==> src/tvbp_pkg.sv <==
// types and constants shared by the typed value bit packer
// used by tvbp_merge and typed_value_bit_packer_unit; no dependencies
`default_nettype none

package tvbp_pkg;

	typedef enum logic [2:0] {
		OP_RAW     = 3'd0,
		OP_BIT     = 3'd1,
		OP_UVARINT = 3'd2,
		OP_SVARINT = 3'd3,
		OP_ID      = 3'd4,
		OP_POS     = 3'd5,
		OP_ENUM    = 3'd6,
		OP_FLUSH   = 3'd7
	} opcode_t;

	typedef enum logic [5:0] {
		S_IDLE    = 6'b000001,
		S_PREFIX  = 6'b000010,
		S_PAYLOAD = 6'b000100,
		S_VARINT  = 6'b001000,
		S_FLUSH   = 6'b010000,
		S_DONE    = 6'b100000
	} state_t;

	// result of merging one segment into the partial byte
	typedef struct packed {
		logic       emit;
		logic [7:0] data;
		logic [7:0] part;
		logic [2:0] fill;
	} merge_t;

	// prefix codes, left-aligned in a byte
	localparam logic [7:0] PRE_0   = 8'h00;
	localparam logic [7:0] PRE_10  = 8'h80;
	localparam logic [7:0] PRE_110 = 8'hC0;
	localparam logic [7:0] PRE_111 = 8'hE0;

	localparam logic [3:0] PRE_N1 = 4'd1;
	localparam logic [3:0] PRE_N2 = 4'd2;
	localparam logic [3:0] PRE_N3 = 4'd3;
	localparam logic [3:0] SEG_FULL = 4'd8;

	localparam logic [5:0] WORD_W = 6'd32;

endpackage

`default_nettype wire

==> src/tvbp_merge.sv <==
// byte merge unit: appends a left-aligned segment of up to eight bits to the partial byte
// depends on tvbp_pkg
`default_nettype none

module tvbp_merge (
	input  logic [7:0]       part,
	input  logic [2:0]       fill,
	input  logic [7:0]       seg,
	input  logic [3:0]       seg_n,
	output tvbp_pkg::merge_t res
);

	logic [15:0] joined;
	logic [4:0]  total;

	// segment bits below seg_n and partial bits below fill are zero
	assign joined = {part, 8'h00} | ({seg, 8'h00} >> fill);
	assign total  = {2'b00, fill} + {1'b0, seg_n};

	assign res.emit = total[3];
	assign res.data = joined[15:8];
	assign res.part = total[3] ? joined[7:0] : joined[15:8];
	assign res.fill = total[2:0];

endmodule

`default_nettype wire

==> src/typed_value_bit_packer_unit.sv <==
// top level of the typed value bit packer: decode, sequencer, pending byte, output register
// depends on tvbp_pkg and tvbp_merge
//
// channel  direction  handshake            payload
// in       input      in_valid/in_ready    opcode, value, raw_width
// out      output     out_valid/out_ready  out_byte, last_of_run
//
// an item is accepted, takes one step per segment and is closed in the done state.
// a segment is a prefix, one payload byte, one varint group or a flush; the single byte
// merge unit takes one segment per cycle while the output is not stalled. worst case is a
// negative 64-bit svarint with ten varint groups. in_ready is high only between items.
// a stalled output holds the sequencer in place; reset clears the partial byte and fill.
`default_nettype none

module typed_value_bit_packer_unit (
	input  logic        clk,
	input  logic        arst_n,
	input  logic        in_valid,
	output logic        in_ready,
	input  logic [2:0]  opcode,
	input  logic [63:0] value,
	input  logic [5:0]  raw_width,
	output logic        out_valid,
	input  logic        out_ready,
	output logic [7:0]  out_byte,
	output logic        last_of_run
);

	tvbp_pkg::state_t state_q;
	tvbp_pkg::state_t nxt_q;
	logic [7:0]  part_q;
	logic [2:0]  fill_q;
	logic [7:0]  pre_q;
	logic [3:0]  pre_n_q;
	logic [31:0] pay_q;
	logic [5:0]  rem_q;
	logic [63:0] var_q;
	logic [7:0]  pend_q;
	logic        pend_v_q;
	logic        out_v_q;
	logic [7:0]  out_byte_q;
	logic        out_last_q;

	// decode
	tvbp_pkg::state_t nxt_d;
	logic [7:0]  pre_d;
	logic [3:0]  pre_n_d;
	logic [5:0]  w_d;
	logic [63:0] var_d;
	logic [31:0] v32;
	logic [31:0] pay_d;
	logic        accept;

	// step
	logic [7:0]       seg;
	logic [3:0]       seg_n;
	tvbp_pkg::merge_t mres;
	logic             out_free;
	logic             stepping;
	logic             step_go;
	logic             done_go;
	logic             push;
	logic             push_last;
	logic             var_last;

	assign v32      = value[31:0];
	assign in_ready = (state_q == tvbp_pkg::S_IDLE);
	assign accept   = in_valid && in_ready;

	always_comb begin
		pre_d   = tvbp_pkg::PRE_0;
		pre_n_d = 4'd0;
		w_d     = tvbp_pkg::WORD_W;
		var_d   = value;
		nxt_d   = tvbp_pkg::S_DONE;
		unique case (tvbp_pkg::opcode_t'(opcode))
			tvbp_pkg::OP_RAW: begin
				w_d   = (raw_width > tvbp_pkg::WORD_W) ? tvbp_pkg::WORD_W : raw_width;
				nxt_d = (raw_width == 6'd0) ? tvbp_pkg::S_DONE : tvbp_pkg::S_PAYLOAD;
			end
			tvbp_pkg::OP_BIT: begin
				pre_d   = {value[0], 7'b0};
				pre_n_d = tvbp_pkg::PRE_N1;
			end
			tvbp_pkg::OP_UVARINT: begin
				nxt_d = tvbp_pkg::S_VARINT;
			end
			tvbp_pkg::OP_SVARINT: begin
				pre_d   = {value[63], 7'b0};
				pre_n_d = tvbp_pkg::PRE_N1;
				var_d   = value[63] ? (64'd0 - value) : value;
				nxt_d   = tvbp_pkg::S_VARINT;
			end
			tvbp_pkg::OP_ID: begin
				nxt_d = tvbp_pkg::S_PAYLOAD;
				if (v32 == 32'd1) begin
					pre_d   = tvbp_pkg::PRE_0;
					pre_n_d = tvbp_pkg::PRE_N1;
					nxt_d   = tvbp_pkg::S_DONE;
				end else if (v32 < 32'd16) begin
					pre_d   = tvbp_pkg::PRE_10;
					pre_n_d = tvbp_pkg::PRE_N2;
					w_d     = 6'd4;
				end else if (v32 < 32'd8192) begin
					pre_d   = tvbp_pkg::PRE_110;
					pre_n_d = tvbp_pkg::PRE_N3;
					w_d     = 6'd13;
				end else begin
					pre_d   = tvbp_pkg::PRE_111;
					pre_n_d = tvbp_pkg::PRE_N3;
				end
			end
			tvbp_pkg::OP_POS: begin
				nxt_d = tvbp_pkg::S_PAYLOAD;
				if (v32 < 32'd16) begin
					pre_d   = tvbp_pkg::PRE_0;
					pre_n_d = tvbp_pkg::PRE_N1;
					w_d     = 6'd4;
				end else if (v32 < 32'd4096) begin
					pre_d   = tvbp_pkg::PRE_10;
					pre_n_d = tvbp_pkg::PRE_N2;
					w_d     = 6'd12;
				end else if (v32 < 32'd1048576) begin
					pre_d   = tvbp_pkg::PRE_110;
					pre_n_d = tvbp_pkg::PRE_N3;
					w_d     = 6'd20;
				end else begin
					pre_d   = tvbp_pkg::PRE_111;
					pre_n_d = tvbp_pkg::PRE_N3;
				end
			end
			tvbp_pkg::OP_ENUM: begin
				nxt_d = tvbp_pkg::S_PAYLOAD;
				if (v32 < 32'd32) begin
					pre_d   = tvbp_pkg::PRE_0;
					pre_n_d = tvbp_pkg::PRE_N1;
					w_d     = 6'd5;
				end else if (v32 < 32'd256) begin
					pre_d   = tvbp_pkg::PRE_10;
					pre_n_d = tvbp_pkg::PRE_N2;
					w_d     = 6'd8;
				end else if (v32 < 32'd8192) begin
					pre_d   = tvbp_pkg::PRE_110;
					pre_n_d = tvbp_pkg::PRE_N3;
					w_d     = 6'd13;
				end else begin
					pre_d   = tvbp_pkg::PRE_111;
					pre_n_d = tvbp_pkg::PRE_N3;
				end
			end
			tvbp_pkg::OP_FLUSH: begin
				nxt_d = tvbp_pkg::S_FLUSH;
			end
		endcase
	end

	// left-align the payload so each step takes the top byte
	assign pay_d = v32 << 5'(tvbp_pkg::WORD_W - w_d);

	// segment select for the shared merge unit
	assign var_last = (var_q[63:7] == 57'd0);

	always_comb begin
		seg      = 8'h00;
		seg_n    = 4'd0;
		stepping = 1'b0;
		unique case (state_q)
			tvbp_pkg::S_PREFIX: begin
				seg      = pre_q;
				seg_n    = pre_n_q;
				stepping = 1'b1;
			end
			tvbp_pkg::S_PAYLOAD: begin
				seg      = pay_q[31:24];
				seg_n    = (rem_q >= 6'd8) ? tvbp_pkg::SEG_FULL : rem_q[3:0];
				stepping = 1'b1;
			end
			tvbp_pkg::S_VARINT: begin
				seg      = {var_last, var_q[6:0]};
				seg_n    = tvbp_pkg::SEG_FULL;
				stepping = 1'b1;
			end
			tvbp_pkg::S_FLUSH: begin
				// zero padding up to the byte boundary
				seg      = 8'h00;
				seg_n    = (fill_q == 3'd0) ? 4'd0 : (tvbp_pkg::SEG_FULL - {1'b0, fill_q});
				stepping = 1'b1;
			end
			tvbp_pkg::S_IDLE, tvbp_pkg::S_DONE: begin
				stepping = 1'b0;
			end
			default: begin
				stepping = 1'b0;
			end
		endcase
	end

	tvbp_merge u_merge (
		.part  (part_q),
		.fill  (fill_q),
		.seg   (seg),
		.seg_n (seg_n),
		.res   (mres)
	);

	// pending byte is held back one step so the last byte of an item can be marked
	assign out_free  = !out_v_q || out_ready;
	assign step_go   = stepping && (!pend_v_q || out_free);
	assign done_go   = (state_q == tvbp_pkg::S_DONE) && (!pend_v_q || out_free);
	assign push      = (step_go && mres.emit && pend_v_q) || (done_go && pend_v_q);
	assign push_last = done_go;

	always_ff @(posedge clk or negedge arst_n) begin
		if (!arst_n) begin
			state_q  <= tvbp_pkg::S_IDLE;
			nxt_q    <= tvbp_pkg::S_DONE;
			part_q   <= 8'h00;
			fill_q   <= 3'd0;
			pend_v_q <= 1'b0;
			out_v_q  <= 1'b0;
		end else begin
			if (accept) begin
				nxt_q   <= nxt_d;
				state_q <= (pre_n_d != 4'd0) ? tvbp_pkg::S_PREFIX : nxt_d;
			end
			if (step_go) begin
				part_q <= mres.part;
				fill_q <= mres.fill;
				if (mres.emit) begin
					pend_v_q <= 1'b1;
				end
				unique case (state_q)
					tvbp_pkg::S_PREFIX: begin
						state_q <= nxt_q;
					end
					tvbp_pkg::S_PAYLOAD: begin
						if (rem_q <= 6'd8) begin
							state_q <= tvbp_pkg::S_DONE;
						end
					end
					tvbp_pkg::S_VARINT: begin
						if (var_last) begin
							state_q <= tvbp_pkg::S_DONE;
						end
					end
					tvbp_pkg::S_FLUSH: begin
						state_q <= tvbp_pkg::S_DONE;
					end
					default: begin
						state_q <= state_q;
					end
				endcase
			end
			if (done_go) begin
				pend_v_q <= 1'b0;
				state_q  <= tvbp_pkg::S_IDLE;
			end
			if (push) begin
				out_v_q <= 1'b1;
			end else if (out_ready) begin
				out_v_q <= 1'b0;
			end
		end
	end

	always_ff @(posedge clk) begin
		if (accept) begin
			pre_q   <= pre_d;
			pre_n_q <= pre_n_d;
			pay_q   <= pay_d;
			rem_q   <= w_d;
			var_q   <= var_d;
		end
		if (step_go) begin
			if (state_q == tvbp_pkg::S_PAYLOAD) begin
				pay_q <= {pay_q[23:0], 8'h00};
				rem_q <= rem_q - {2'b00, seg_n};
			end
			if (state_q == tvbp_pkg::S_VARINT) begin
				var_q <= {7'd0, var_q[63:7]};
			end
			if (mres.emit) begin
				pend_q <= mres.data;
			end
		end
		if (push) begin
			out_byte_q <= pend_q;
			out_last_q <= push_last;
		end
	end

	assign out_valid   = out_v_q;
	assign out_byte    = out_byte_q;
	assign last_of_run = out_last_q;

	// no byte is held back between items
	a_idle_no_pend: assert property (@(posedge clk) disable iff (!arst_n)
		(state_q == tvbp_pkg::S_IDLE) |-> !pend_v_q)
		else $error("pending byte left over after item");

	// a zero fill count leaves the partial byte clear
	a_empty_part: assert property (@(posedge clk) disable iff (!arst_n)
		(fill_q == 3'd0) |-> (part_q == 8'h00))
		else $error("partial byte not clear with zero fill");

	// a flush step leaves the stream byte-aligned
	a_flush_aligns: assert property (@(posedge clk) disable iff (!arst_n)
		(state_q == tvbp_pkg::S_FLUSH && step_go) |=> (fill_q == 3'd0))
		else $error("flush left bits pending");

	// a byte is only pushed while the output slot can take it
	a_push_free: assert property (@(posedge clk) disable iff (!arst_n)
		push |-> out_free)
		else $error("output register overwritten");

endmodule

`default_nettype wire
==> config.mk <==
export PLATFORM = sky130hd
export DESIGN_NAME = typed_value_bit_packer_unit
export DESIGN_NICKNAME = d
export VERILOG_FILES = /design/src/tvbp_pkg.sv /design/src/tvbp_merge.sv /design/src/typed_value_bit_packer_unit.sv
export SDC_FILE = /design/constraint.sdc
export NUM_CORES = 1
export LEC_CHECK = 0
export BUFFER_PORTS_ARGS = -buffer_cell sky130_fd_sc_hd__buf_2
export CAP_MARGIN = 30
export CORE_MARGIN = 4
export CORE_UTILIZATION = 35
export CTS_CLUSTER_SIZE = 24
export DETAILED_ROUTE_END_ITERATION = 8
export PLACE_DENSITY_LB_ADDON = 0.12
export SLEW_MARGIN = 20
export SYNTH_ARGS = -nofsm -noshare
export SYNTH_HDL_FRONTEND = slang
export SYNTH_HIERARCHICAL = 1
export SYNTH_SLANG_ARGS = --single-unit
==> constraint.sdc <==
create_clock -name clk -period 9.3 [get_ports clk]
set_clock_uncertainty 0.15 [all_clocks]
set_input_delay 1.86 -clock clk [delete_from_list [all_inputs] [get_ports clk]]
set_output_delay 1.86 -clock clk [all_outputs]
set_load 0.05 [all_outputs]
; Word-level counts from Yosys, hierarchy flattened
; Index checks and enable logic that the tools add are counted.
[totals]
ff_bits = 156
word_cells = 129
output_inout_bits = 11
inputBits = 77
[op_classes]
addsub = 5
order_cmp = 9
eq_ne = 15
shifts = 2
mux = 58
bitwise_logic = 1
reduce_logical = 25
[ops]
columns = cell, n
row1 = $mux W64, 5
row2 = $mux W6, 22
row3 = $mux W32, 3
row4 = $sub A1 B64 Y64 const A, 1
row5 = $logic_not A57 Y1, 1
row6 = $pmux W6 S4, 2
row7 = $pmux W8 S5, 1
row8 = $eq A32 B1 Y1 const B, 1
row9 = $lt A32 B13 Y1 const B, 1
row10 = $lt A32 B14 Y1 const B, 1
row11 = $lt A32 B21 Y1 const B, 1
row12 = $lt A32 B5 Y1 const B, 1
row13 = $lt A32 B6 Y1 const B, 1
row14 = $lt A32 B9 Y1 const B, 1
row15 = $mux W8, 4
row16 = $shl A32 B5 Y32, 1
row17 = $pmux W6 S5, 1
row18 = $pmux W8 S3, 1
row19 = $mux W7, 3
row20 = $or A16 B16 Y16, 1
row21 = $pmux W4 S4, 1
row22 = $shr A16 B3 Y16, 1
row23 = $eq A3 B3 Y1 const B, 4
row24 = $mux W1, 9
row25 = other kinds (29), 47

; Longest topological paths before layout
; Gate-level depths: netlist of the first run.
[depth]
ltp_word = 11
mapped_depth = 19
mapped_depth_nobuf = 15

; Cells and area by module
; Netlist of the first run, hierarchy kept.
[by_module_without_submodules]
columns = module, n_inst, area_each_um2, seq_area_each_um2, cells_per_inst
row1 = typed_value_bit_packer_unit, 1, 10727.8, 3280.6, 1408
row2 = tvbp_merge, 1, 686.9, 0.0, 91

; Least setup slack after synthesis of the first run
; OpenSTA, ideal clock, no wires.
[synth_path]
path_kind = input-to-reg
startpoint = input value[23]
endpoint = register pay_q[14]
arrival_time_ns = 5.731
required_ns = 9.027
path_slack_ns = 3.296
setup_time_ns = 0.123
n_path_buf = 5
path_stages = 15
cell_sequence = buf_2 -> or4_1 -> nor4_4 -> nand2_2 -> o21ai_2 -> buf_6 -> inv_1 -> ha_1 -> clkbuf_1 -> clkbuf_1 -> clkbuf_1 -> o21ai_0 -> mux4_2 -> a221oi_1 -> nor2_1
[synth_via]
elab_chain_cells = 10
elab_cells_between_ends = 21
classes_between = add/sub: 1 / order compare: 6 / eq/ne: 1 / shift: 1 / mux: 12
[synth_rtl]
columns = item, line
row1 = from (decl), typed_value_bit_packer_unit.sv:21  ; input logic [63:0] value,
row2 = $lt A32 B14 Y1 / $lt A32 B21 Y1 (equally long branches), "typed_value_bit_packer_unit.sv:104, typed_value_bit_packer_unit.sv:142, typed_value_bit_packer_unit.sv:123"
row3 = $mux W6 (on tied branches), "typed_value_bit_packer_unit.sv:104, typed_value_bit_packer_unit.sv:142, typed_value_bit_packer_unit.sv:123"
row4 = $mux W6 (on tied branches), "typed_value_bit_packer_unit.sv:138, typed_value_bit_packer_unit.sv:100, typed_value_bit_packer_unit.sv:119"
row5 = $mux W6 (on tied branches), "typed_value_bit_packer_unit.sv:134, typed_value_bit_packer_unit.sv:96, typed_value_bit_packer_unit.sv:115"
row6 = $pmux W6 S4, typed_value_bit_packer_unit.sv:76  ; unique case (tvbp_pkg::opcode_t'(opcode))
row7 = $sub A1 B5 Y5, typed_value_bit_packer_unit.sv:158  ; assign pay_d = v32 << 5'(tvbp_pkg::WORD_W - w_d);
row8 = $shl A32 B5 Y32 (*), typed_value_bit_packer_unit.sv:158
row9 = $mux W32 (*), typed_value_bit_packer_unit.sv:267  ; if (accept) begin
row10 = $mux W32, typed_value_bit_packer_unit.sv:275  ; if (state_q == tvbp_pkg::S_PAYLOAD) begin
row11 = $mux W32 (*), typed_value_bit_packer_unit.sv:274  ; if (step_go) begin
row12 = to (signal assigned), typed_value_bit_packer_unit.sv:270  ; pay_q <= pay_d;
row13 = to (signal assigned), typed_value_bit_packer_unit.sv:276  ; pay_q <= {pay_q[23:0], 8'h00};
row14 = to (decl), typed_value_bit_packer_unit.sv:35  ; logic [31:0] pay_q;
; Every way passes the cells marked *; elsewhere a longest branch is shown, timed or not.
; A chain may end at the register's enable or synchronous reset.

; Final worst setup path of the first run
[layout_path]
startpoint = input value[16]
endpoint = register pay_q[22]
; The elaborated chain is that of the path after synthesis.

==> results.md, run 1 <==
* Outcome: complete, no violations
* Clock latency at the later pin of the worst-skew pair at 0.44 ns
* Total leakage power at around 4.8 nW
* TritonCTS buffer count at 17
* Initial antenna violation count at 3
* Via count of the first global-routing pass at approximately 11000
* Core area at between 30000 and 40000 µm²
* Worst-case register-to-register setup slack at 4.87 ns
* Most instantiated flip-flop cell in the synthesis netlist: dfxtp_1
* Post-cts hold buffer count at 0
* Setup repair after global routing missed its margin: false
* Core Rows at between 60 and 70
* Count of cells along the worst register-to-register path at 14
* Fill cell instance count of the final layout at ~3400
* Sequential share of the synthesized area at 28.7%
* Number of violations of the max-capacitance limit at 0
* Aggregate global routing overflow at 0
* Synthesized net count at roughly 1600
* CP Depth at 15
* Layout-stage area growth over the synthesis result at 11.1%
* Proportion of layout cells with a drive suffix above 1 at between 10 and 15%
* Num Clock Sinks at 147
* Post-cts gate resize count at 0
* Post-route core utilization at approximately two fifths
* Iteration-0 DRC Markers at between 1000 and 1500
* Slew of the pin with the lowest slew margin at just under 0.9 ns
* RD Place Congestion at about 0.89
* Buffer levels on the longest clock path at 2
* Leading cell types by total area after synthesis: dfxtp_1 (18%), a21oi_1 (6.8%), edfxtp_1 (5.8%), nor2_1 (5.5%), o21ai_0 (5.1%)
* Count leader, synth: nor2_1
* R2r endpoint: out_byte[7]
* Clock slew at the register clock pins of the worst setup and hold paths at 0.07 ns
* Path class of the lowest-slack min-delay path: register to register
* Number of H-tree levels at 4
* Number of buffers added on ports at just under 90
* First-pass GRT wire length at about 62000 µm
* Post-route antenna net violation count at 0
* Top Ports at approximately 90
* Global-route usage over all layers at between 20% and 30%
* Endpoint kind of the worst setup timing path: register
* Post-route clock period utilization at roughly 73%
* Worst-path cell chain: buf_2 -> or4_1 -> nor4_4 -> buf_4 -> nand2_2 -> o21ai_2 -> inv_1 -> ha_2 -> buf_4 -> o311ai_0 -> a211oi_1 -> o21ai_0 -> mux4_2 -> o221ai_1 -> o21a_1
* Post-CTS Repair Setup Buffers at 0
* Ys Warns at 6
* Worst Setup EP: pay_q[22]
* Cells after DPL at 1905
* Peak supply drop at between 0.1 and 0.15 mV
* Average footprint of a synthesized cell at ~7.6 µm²
* Highest-delay cell along the critical path: or4_1
* Power Total at around 1.6 mW
* Cell accounting for the most synthesized area: dfxtp_1
* Die H at approximately 190 µm
* Dominant delay contributor by cell family on the critical path: compound AO/OA/AOI/OAI gates
* Flip-flop and latch count after synthesis at between 100 and 150
* Setup TNS at 0 ns
* Startpoint of the most critical register-to-register path: fill_q[1]
* Required time of the worst setup path at between 9 and 10 ns
* Proportion of netlist area held by the largest area contributor at 17.9%
* Die outline area at around 36000 µm²
* Detail Placement HPWL at 29100 µm
* Category of the most critical setup path: input pin to register
* CTS tree: done
* Sort of element at the start of the critical path: input pin
* Via density per instance at approximately 5.9
* Wire length per cell after detailed routing at between 20 and 25 µm
* Effective utilization at floorplan at between 30% and 40%
* Shortest clock period the worst path allows after layout at about 6.8 ns
* Post-synth ARST share at between 15 and 20%
* Largest stage delay, worst path at around 0.67 ns
* Number of hold-slack violations in the final timing report at 0
* Normalized max-slew margin at between 40% and 50%
* Crit path from: value[16]
* Master cell of the clock root buffer: clkbuf_16
* Largest net degree at the start of global routing at between 100 and 150
* Net count, final at approximately 1600
* Overall via count from detail_route at 11500
* Arrival time at the worst endpoint at about 7 ns
* Remaining DRCs at 0
* EDFF count, synth at 22
* Most instantiated cells after synthesis: nor2_1 (167), a21oi_1 (154), nand2_1 (151)
* Total wire length after detailed routing at 40200 µm
* First drt pass iteration count at 8
* Number of setup violations in the final report at 0
* Yosys cell types at 101
* Power Dens Cells at between 100 and 150 nW/µm²
* Number of instances in the synthesized netlist at roughly 1500
* Total count of max-transition violations in the final report at 0
* Dominant cell type by count on the critical path: buf_4
* Achievable Freq at 147 MHz
* Horiz. Die Dim at 189 µm
* Post-layout instance count excluding filler cells at around 1900
* Buffers and inverters on the worst path at 4
* Peak fanout along the critical path at between 70 and 80
* Cell area after synthesis at between 10000 and 15000 µm²
-- per-layer routing --
layer	vias to the layer above	routed length (µm)	track usage, %
li1	5547	-	-
met1	5488	18400	30.9
met2	413	17800	33.4
met3	69	2750	4.46
met4	4	1140	7.20
met5	-	24	0
-- worst min path at each step --
stage / startpoint / to / slack (ns) / cells past startpoint
5_1_grt: pend_q[0] / out_byte[0] / 0.28 / 0
3_3_place_gp: pend_q[5] / out_byte[5] / 0.25 / 0
4_1_cts: pend_q[7] / out_byte[7] / 0.27 / 0
2_1_floorplan: pend_q[0] / out_byte[0] / 0.25 / 0
6_report: pend_q[7] / out_byte[7] / 0.27 / 0
3_5_place_dp: pend_q[5] / out_byte[5] / 0.26 / 0
-- cell usage in the layout (no fill, tap or decap), types with 10 or more instances in the layout --
master,Yosys,final
a211o_1,12,12
a211oi_1,24,24
a21o_1,16,16
a21oi_1,154,154
a31oi_1,20,20
buf_2,18,87
buf_4,4,20
clkbuf_16,0,19
dfrtp_1,21,21
dfxtp_1,102,102
edfxtp_1,22,22
ha_1,12,11
inv_1,32,32
mux2_2,18,18
mux2i_1,16,16
mux4_2,12,12
nand2_1,151,150
nand2b_1,10,10
nand3_1,40,39
nor2_1,167,167
nor2b_1,11,11
nor3_1,37,37
nor4_1,31,30
o211ai_1,20,20
o21ai_0,116,116
o22ai_1,11,11
o31ai_1,12,12
or3_1,23,23
or4_1,14,14
xnor2_1,37,36
xor2_1,23,21
-- kinds of logic (layout without fill, tap and decap cells) --
kind of cell,count (synthesis),after routing,synth area share (%)
other cells,0,2,0
compound gates,513,513,29.2
mux,49,49,5.94
flops,147,147,28.7
buf+inv,170,174,6.41
simple gates,545,545,23.2
fa+ha+maj,14,14,1.67
xor+xnor,61,61,4.84
-- power breakdown --
group	switching [mW]	internal [mW]
logic	0.132	0.0706
clock network	0.289	0.462
registers	0	0.645
-- state kept, by name, summed over array words and instances, names as in the netlist --
name         count
pend_v_q         1
pay_q           32
pre_n_q          2
fill_q           3
pre_q            3
last_of_run      1
state_q          6
nxt_q            4
pend_q           8
part_q           8
out_byte         8
rem_q            6
var_q           64
out_valid        1
-- cell type report --
class	instances	area (µm²)	share of cell area, %
Antenna cell	2	5.00	0.0395
Clock buffer	21	493	3.89
Clock inverter	11	144	1.13
Inverter	33	124	0.977
Multi-Input combinational cell	1182	7460	58.8
Sequential cell	147	3280	25.9
Tap cell	435	544	4.29
Timing Repair Buffer	109	633	4.99
-- metrics by stage --
stage	hold WS, ns	setup slack (ns)	instance area, µm²
finish	0.268	2.52	12700
global route	0.279	2.26	12700
CTS	0.270	2.62	12700
detailed placement	0.255	2.19	12000
global placement	0.252	2.31	12000
floorplan	0.250	3.30	11400
(Power assumes the default switching activity.)
==> run 2: changes to the inputs <==
--- a/config.mk
+++ b/config.mk
@@ -5,6 +5,7 @@
 export SDC_FILE = /design/constraint.sdc
 export NUM_CORES = 1
 export LEC_CHECK = 0
+export ABC_AREA = 1
 export BUFFER_PORTS_ARGS = -buffer_cell sky130_fd_sc_hd__buf_2
 export CAP_MARGIN = 30
 export CORE_MARGIN = 4
==> constraint.sdc (replaced) <==
create_clock -name clk -period 5.85 [get_ports clk]
set_clock_uncertainty 0.15 [all_clocks]
set_input_delay 1.17 -clock clk [delete_from_list [all_inputs] [get_ports clk]]
set_output_delay 1.17 -clock clk [all_outputs]
set_load 0.05 [all_outputs]
==> run 2 against run 1 <==
Effect of this change: worst hold slack better by 0.0016 ns; highest routed layer is now met4; count of clock-buffer cells in the layout down 3; first-iteration DRC count rose by 12%; cell count up 14%.
==> results.md, run 2 <==
* Outcome: complete, no violations (unchanged)
* Setup TNS at 0 ns (unchanged)
* Proportion of layout cells with a drive suffix above 1 at 13.4% (was 13.9%)
* Cells after DPL at 2181 (was 1905)
* Number of setup violations in the final report at 0 (unchanged)
* Number of violations of the max-capacitance limit at 0 (unchanged)
* Remaining DRCs at 0 (unchanged)
* Buffers and inverters on the worst path at 4 (unchanged)
* Largest registers: var_q: 64 flops, pay_q: 32 flops (unchanged)
* Core area at 31600 µm² (was 31900 µm²)
* Detail Placement HPWL at 30000 µm (was 29100 µm)
* Post-layout instance count excluding filler cells at 2214 (was 1940)
* Shortest clock period the worst path allows after layout at about 4.4 ns
* Post-cts gate resize count at 0 (unchanged)
* Die outline area at 35000 µm² (was 35600 µm²)
* Total leakage power at 5.91 nW (was 4.79 nW)
* Commonest non-fill, non-tap cell in the layout: nand2_1 (was nor2_1)
* Peak supply drop at 0.187 mV (was 0.140 mV)
* Aggregate global routing overflow at 0 (unchanged)
* Post-Synth Adder-Cell Area at 1.69% (was 1.67%)
* Leading cell types by total area after synthesis: dfxtp_1 (18%), nand3_1 (15%), nand2_1 (13%), edfxtp_1 (5.9%), nor2_1 (5.8%) (was dfxtp_1 (18%), a21oi_1 (6.8%), edfxtp_1 (5.8%), nor2_1 (5.5%), o21ai_0 (5.1%))
* Complex-gate fraction of the synthesized area at 13.8% (was 29.2%)
* Total wire length after detailed routing at 40200 µm (about the same)
* Yosys cell types at 69 (was 101)
* Dominant delay contributor by cell family on the critical path: simple AND/OR/NAND/NOR gates (was compound AO/OA/AOI/OAI gates)
* Worst hold slack after final layout at 0.270 ns (was 0.268 ns)
* Post-route clock period utilization at roughly 75%
* Dominant cell type by count on the critical path: nor2_1 (was buf_4)
* Power Dens Cells at 197 nW/µm² (was 126 nW/µm²)
* Effective utilization at floorplan at 35.5% (was 35.8%)
* Top Ports at 88 (unchanged)
* Die H at 187 µm (was 189 µm)
* Max reg flops at 64 (unchanged)
* Peak fanout along the critical path at 37 (was 79)
* Highest-count cells in the layout ignoring fill and taps: nand2_1 (401), nand3_1 (326), nor2_1 (173), inv_1 (168), dfxtp_1 (102) (was nor2_1 (167), a21oi_1 (154), nand2_1 (150), o21ai_0 (116), dfxtp_1 (102))
* Layout-stage area growth over the synthesis result at 9.99% (was 11.1%)
* Horiz. Die Dim at 187 µm (was 189 µm)
* Largest stage delay, worst path at 0.50 ns (was 0.67 ns)
* Sort of element at the start of the critical path: input pin (unchanged)
* Total count of max-transition violations in the final report at 0 (unchanged)
* Average footprint of a synthesized cell at 6.35 µm² (was 7.61 µm²)
* Setup repair after global routing missed its margin: false (unchanged)
* Achievable Freq at 228 MHz
* Cell area after synthesis at 11200 µm² (was 11400 µm²)
* Synthesized net count at 1861 (was 1590)
* Number of hold-slack violations in the final timing report at 0 (unchanged)
* Largest family of logic cells by synthesized area: simple AND/OR/NAND/NOR gates (was compound AO/OA/AOI/OAI gates)
* Category of the most critical setup path: input pin to register (unchanged)
* Via density per instance at 5.44 (was 5.94)
* RD Place Congestion at 0.903 (was 0.894)
* First drt pass iteration count at 6 (was 8)
* Iteration-0 DRC Markers at 1251 (was 1114)
* Global-route usage over all layers at 22.4% (was 21.8%)
* Ys Warns at 6 (unchanged)
* Initial antenna violation count at 0 (was 3)
* Multiplexer share of the synthesized area at 0% (was 5.94%)
* Overall via count from detail_route at 12000 (was 11500)
* Required time of the worst setup path at 6.02 ns (was 9.53 ns)
* Cell accounting for the most synthesized area: dfxtp_1 (unchanged)
* Endpoint kind of the worst setup timing path: register (unchanged)
* Net count, final at 1889 (was 1581)
* Most instantiated cells after synthesis: nand2_1 (402), nand3_1 (326), nor2_1 (173) (was nor2_1 (167), a21oi_1 (154), nand2_1 (151))
* Core Rows at 65 (unchanged)
* Wire length per cell after detailed routing at 18.2 µm (was 20.7 µm)
* Post-route antenna net violation count at 0 (unchanged)
* Post-CTS Repair Setup Buffers at 0 (unchanged)
* Register containing the most flip-flops in the final layout: var_q (unchanged)
* First-pass GRT wire length at 63600 µm (was 62100 µm)
* Sequential share of the synthesized area at 29.2% (was 28.7%)
* Slew of the pin with the lowest slew margin at 0.763 ns (was 0.877 ns)
* Xor-xnor portion of the synthesized cell area at 0.546% (was 4.84%)
* Worst-path cell chain: buf_2 -> nor2_1 -> nand2_1 -> inv_1 -> nand2_1 -> nand4_2 -> nand2_1 -> inv_2 -> nand3_2 -> nor2_1 -> nand2_1 -> nand2_2 -> inv_2 -> a21oi_1 -> nor2_1 -> nor2_1 -> nor2_1 (was buf_2 -> or4_1 -> nor4_4 -> buf_4 -> nand2_2 -> o21ai_2 -> inv_1 -> ha_2 -> buf_4 -> o311ai_0 -> a211oi_1 -> o21ai_0 -> mux4_2 -> o221ai_1 -> o21a_1)
* EDFF count, synth at 22 (unchanged)
* Most instantiated flip-flop cell in the synthesis netlist: dfxtp_1 (unchanged)
* Buffer levels on the longest clock path at 2 (unchanged)
* Post-route core utilization at 39.1% (was 39.8%)
* Flip-flop and latch count after synthesis at 147 (unchanged)
* Post-synth ARST share at 15.6% (unchanged)
* Post-cts hold buffer count at 0 (unchanged)
* TritonCTS buffer count at 17 (unchanged)
* Highest-delay cell along the critical path: nand2_2 (was or4_1)
* Num Clock Sinks at 147 (unchanged)
* Count leader, synth: nand2_1 (was nor2_1)
* Via count of the first global-routing pass at 11400 (was 10500)
* CTS tree: done (unchanged)
* Normalized max-slew margin at 49.1% (was 41.6%)
* Clock latency at the later pin of the worst-skew pair at 0.44 ns (about the same)
* Synth Area in Simple Gates at 43.6% (was 23.2%)
* Path class of the lowest-slack min-delay path: register to register (unchanged)
* Number of buffers added on ports at 87 (unchanged)
* Number of H-tree levels at 4 (unchanged)
* Largest net degree at the start of global routing at 71 (was 107)
* Arrival time at the worst endpoint at 4.56 ns (was 7.02 ns)
* Number of instances in the synthesized netlist at 1770 (was 1499)
* Master cell of the clock root buffer: clkbuf_16 (unchanged)
* Clock slew at the register clock pins of the worst setup and hold paths at 0.07 ns (about the same)
* Proportion of netlist area held by the largest area contributor at 18.2% (was 17.9%)
[run 2: final cells by class]
cell class,count,area (µm²)
Clock buffer,18,439
Tap cell,402,503
Antenna cell,1,2.50
Multi-Input combinational cell,1338,6700
Fill cell,3456,19300
Timing Repair Buffer,99,526
Clock inverter,14,156
Inverter,195,748
Sequential cell,147,3280
[run 2: kinds of logic (layout without fill, tap and decap cells)]
family,count (synthesis),count (layout)
buffers and inverters,285,326
other,0,1
AND/OR/NAND/NOR,1056,1056
flip-flops,147,147
AO/OA/AOI/OAI,261,261
adder cells (fa/ha/maj),14,14
XOR/XNOR,7,7
[run 2: metal layers]
layer,wire [µm],GRT usage [%],vias up
met1,19100,32.0,5605
met4,537,4.66,0
li1,-,-,6034
met3,2390,3.42,40
met2,18200,36.1,358
met5,0,0,-
[run 2: power breakdown]
| group | internal, mW | switching (mW) | total, mW |
|---|---|---|---|
| clock | 0.586 | 0.536 | 1.12 |
| combinational | 0.0842 | 0.201 | 0.285 |
| sequential | 1.02 | 0.00000000000000000662 | 1.02 |
| total | 1.69 | 0.736 | 2.43 |
[run 2: path summary, 6_finish.rpt]
kind,start,cells after the start,slack (ns),to
setup / recovery,value[6],17,1.46,pay_q[23]
hold / removal,pend_q[5],0,0.27,out_byte[5]
setup reg to reg,state_q[5],15,1.79,out_byte[0]
hold reg to reg,pend_q[5],0,0.27,out_byte[5]
max in group asynchronous,arst_n,1,4.60,nxt_q[5]
min in group asynchronous,arst_n,1,0.57,out_valid
[run 2: stage by stage]
stage               cell area (µm²)  setup slack, ns  total power [mW]
finish                        12400             1.46              2.43
global route                  12400             1.16              2.53
CTS                           12400             1.55              2.46
detailed placement            11800             1.10              1.33
global placement              11800             1.11              1.33
floorplan                     11200             1.91              1.22
[run 2: worst register-to-register path, delay by kind of cell, from the launching register on]
family / cells / cell delay [ns]
AND/OR/NAND/NOR: 8 / 1.81
buffers and inverters: 4 / 0.76
flip-flops: 1 / 0.41
AO/OA/AOI/OAI: 2 / 0.31
adder cells (fa/ha/maj): 1 / 0.27
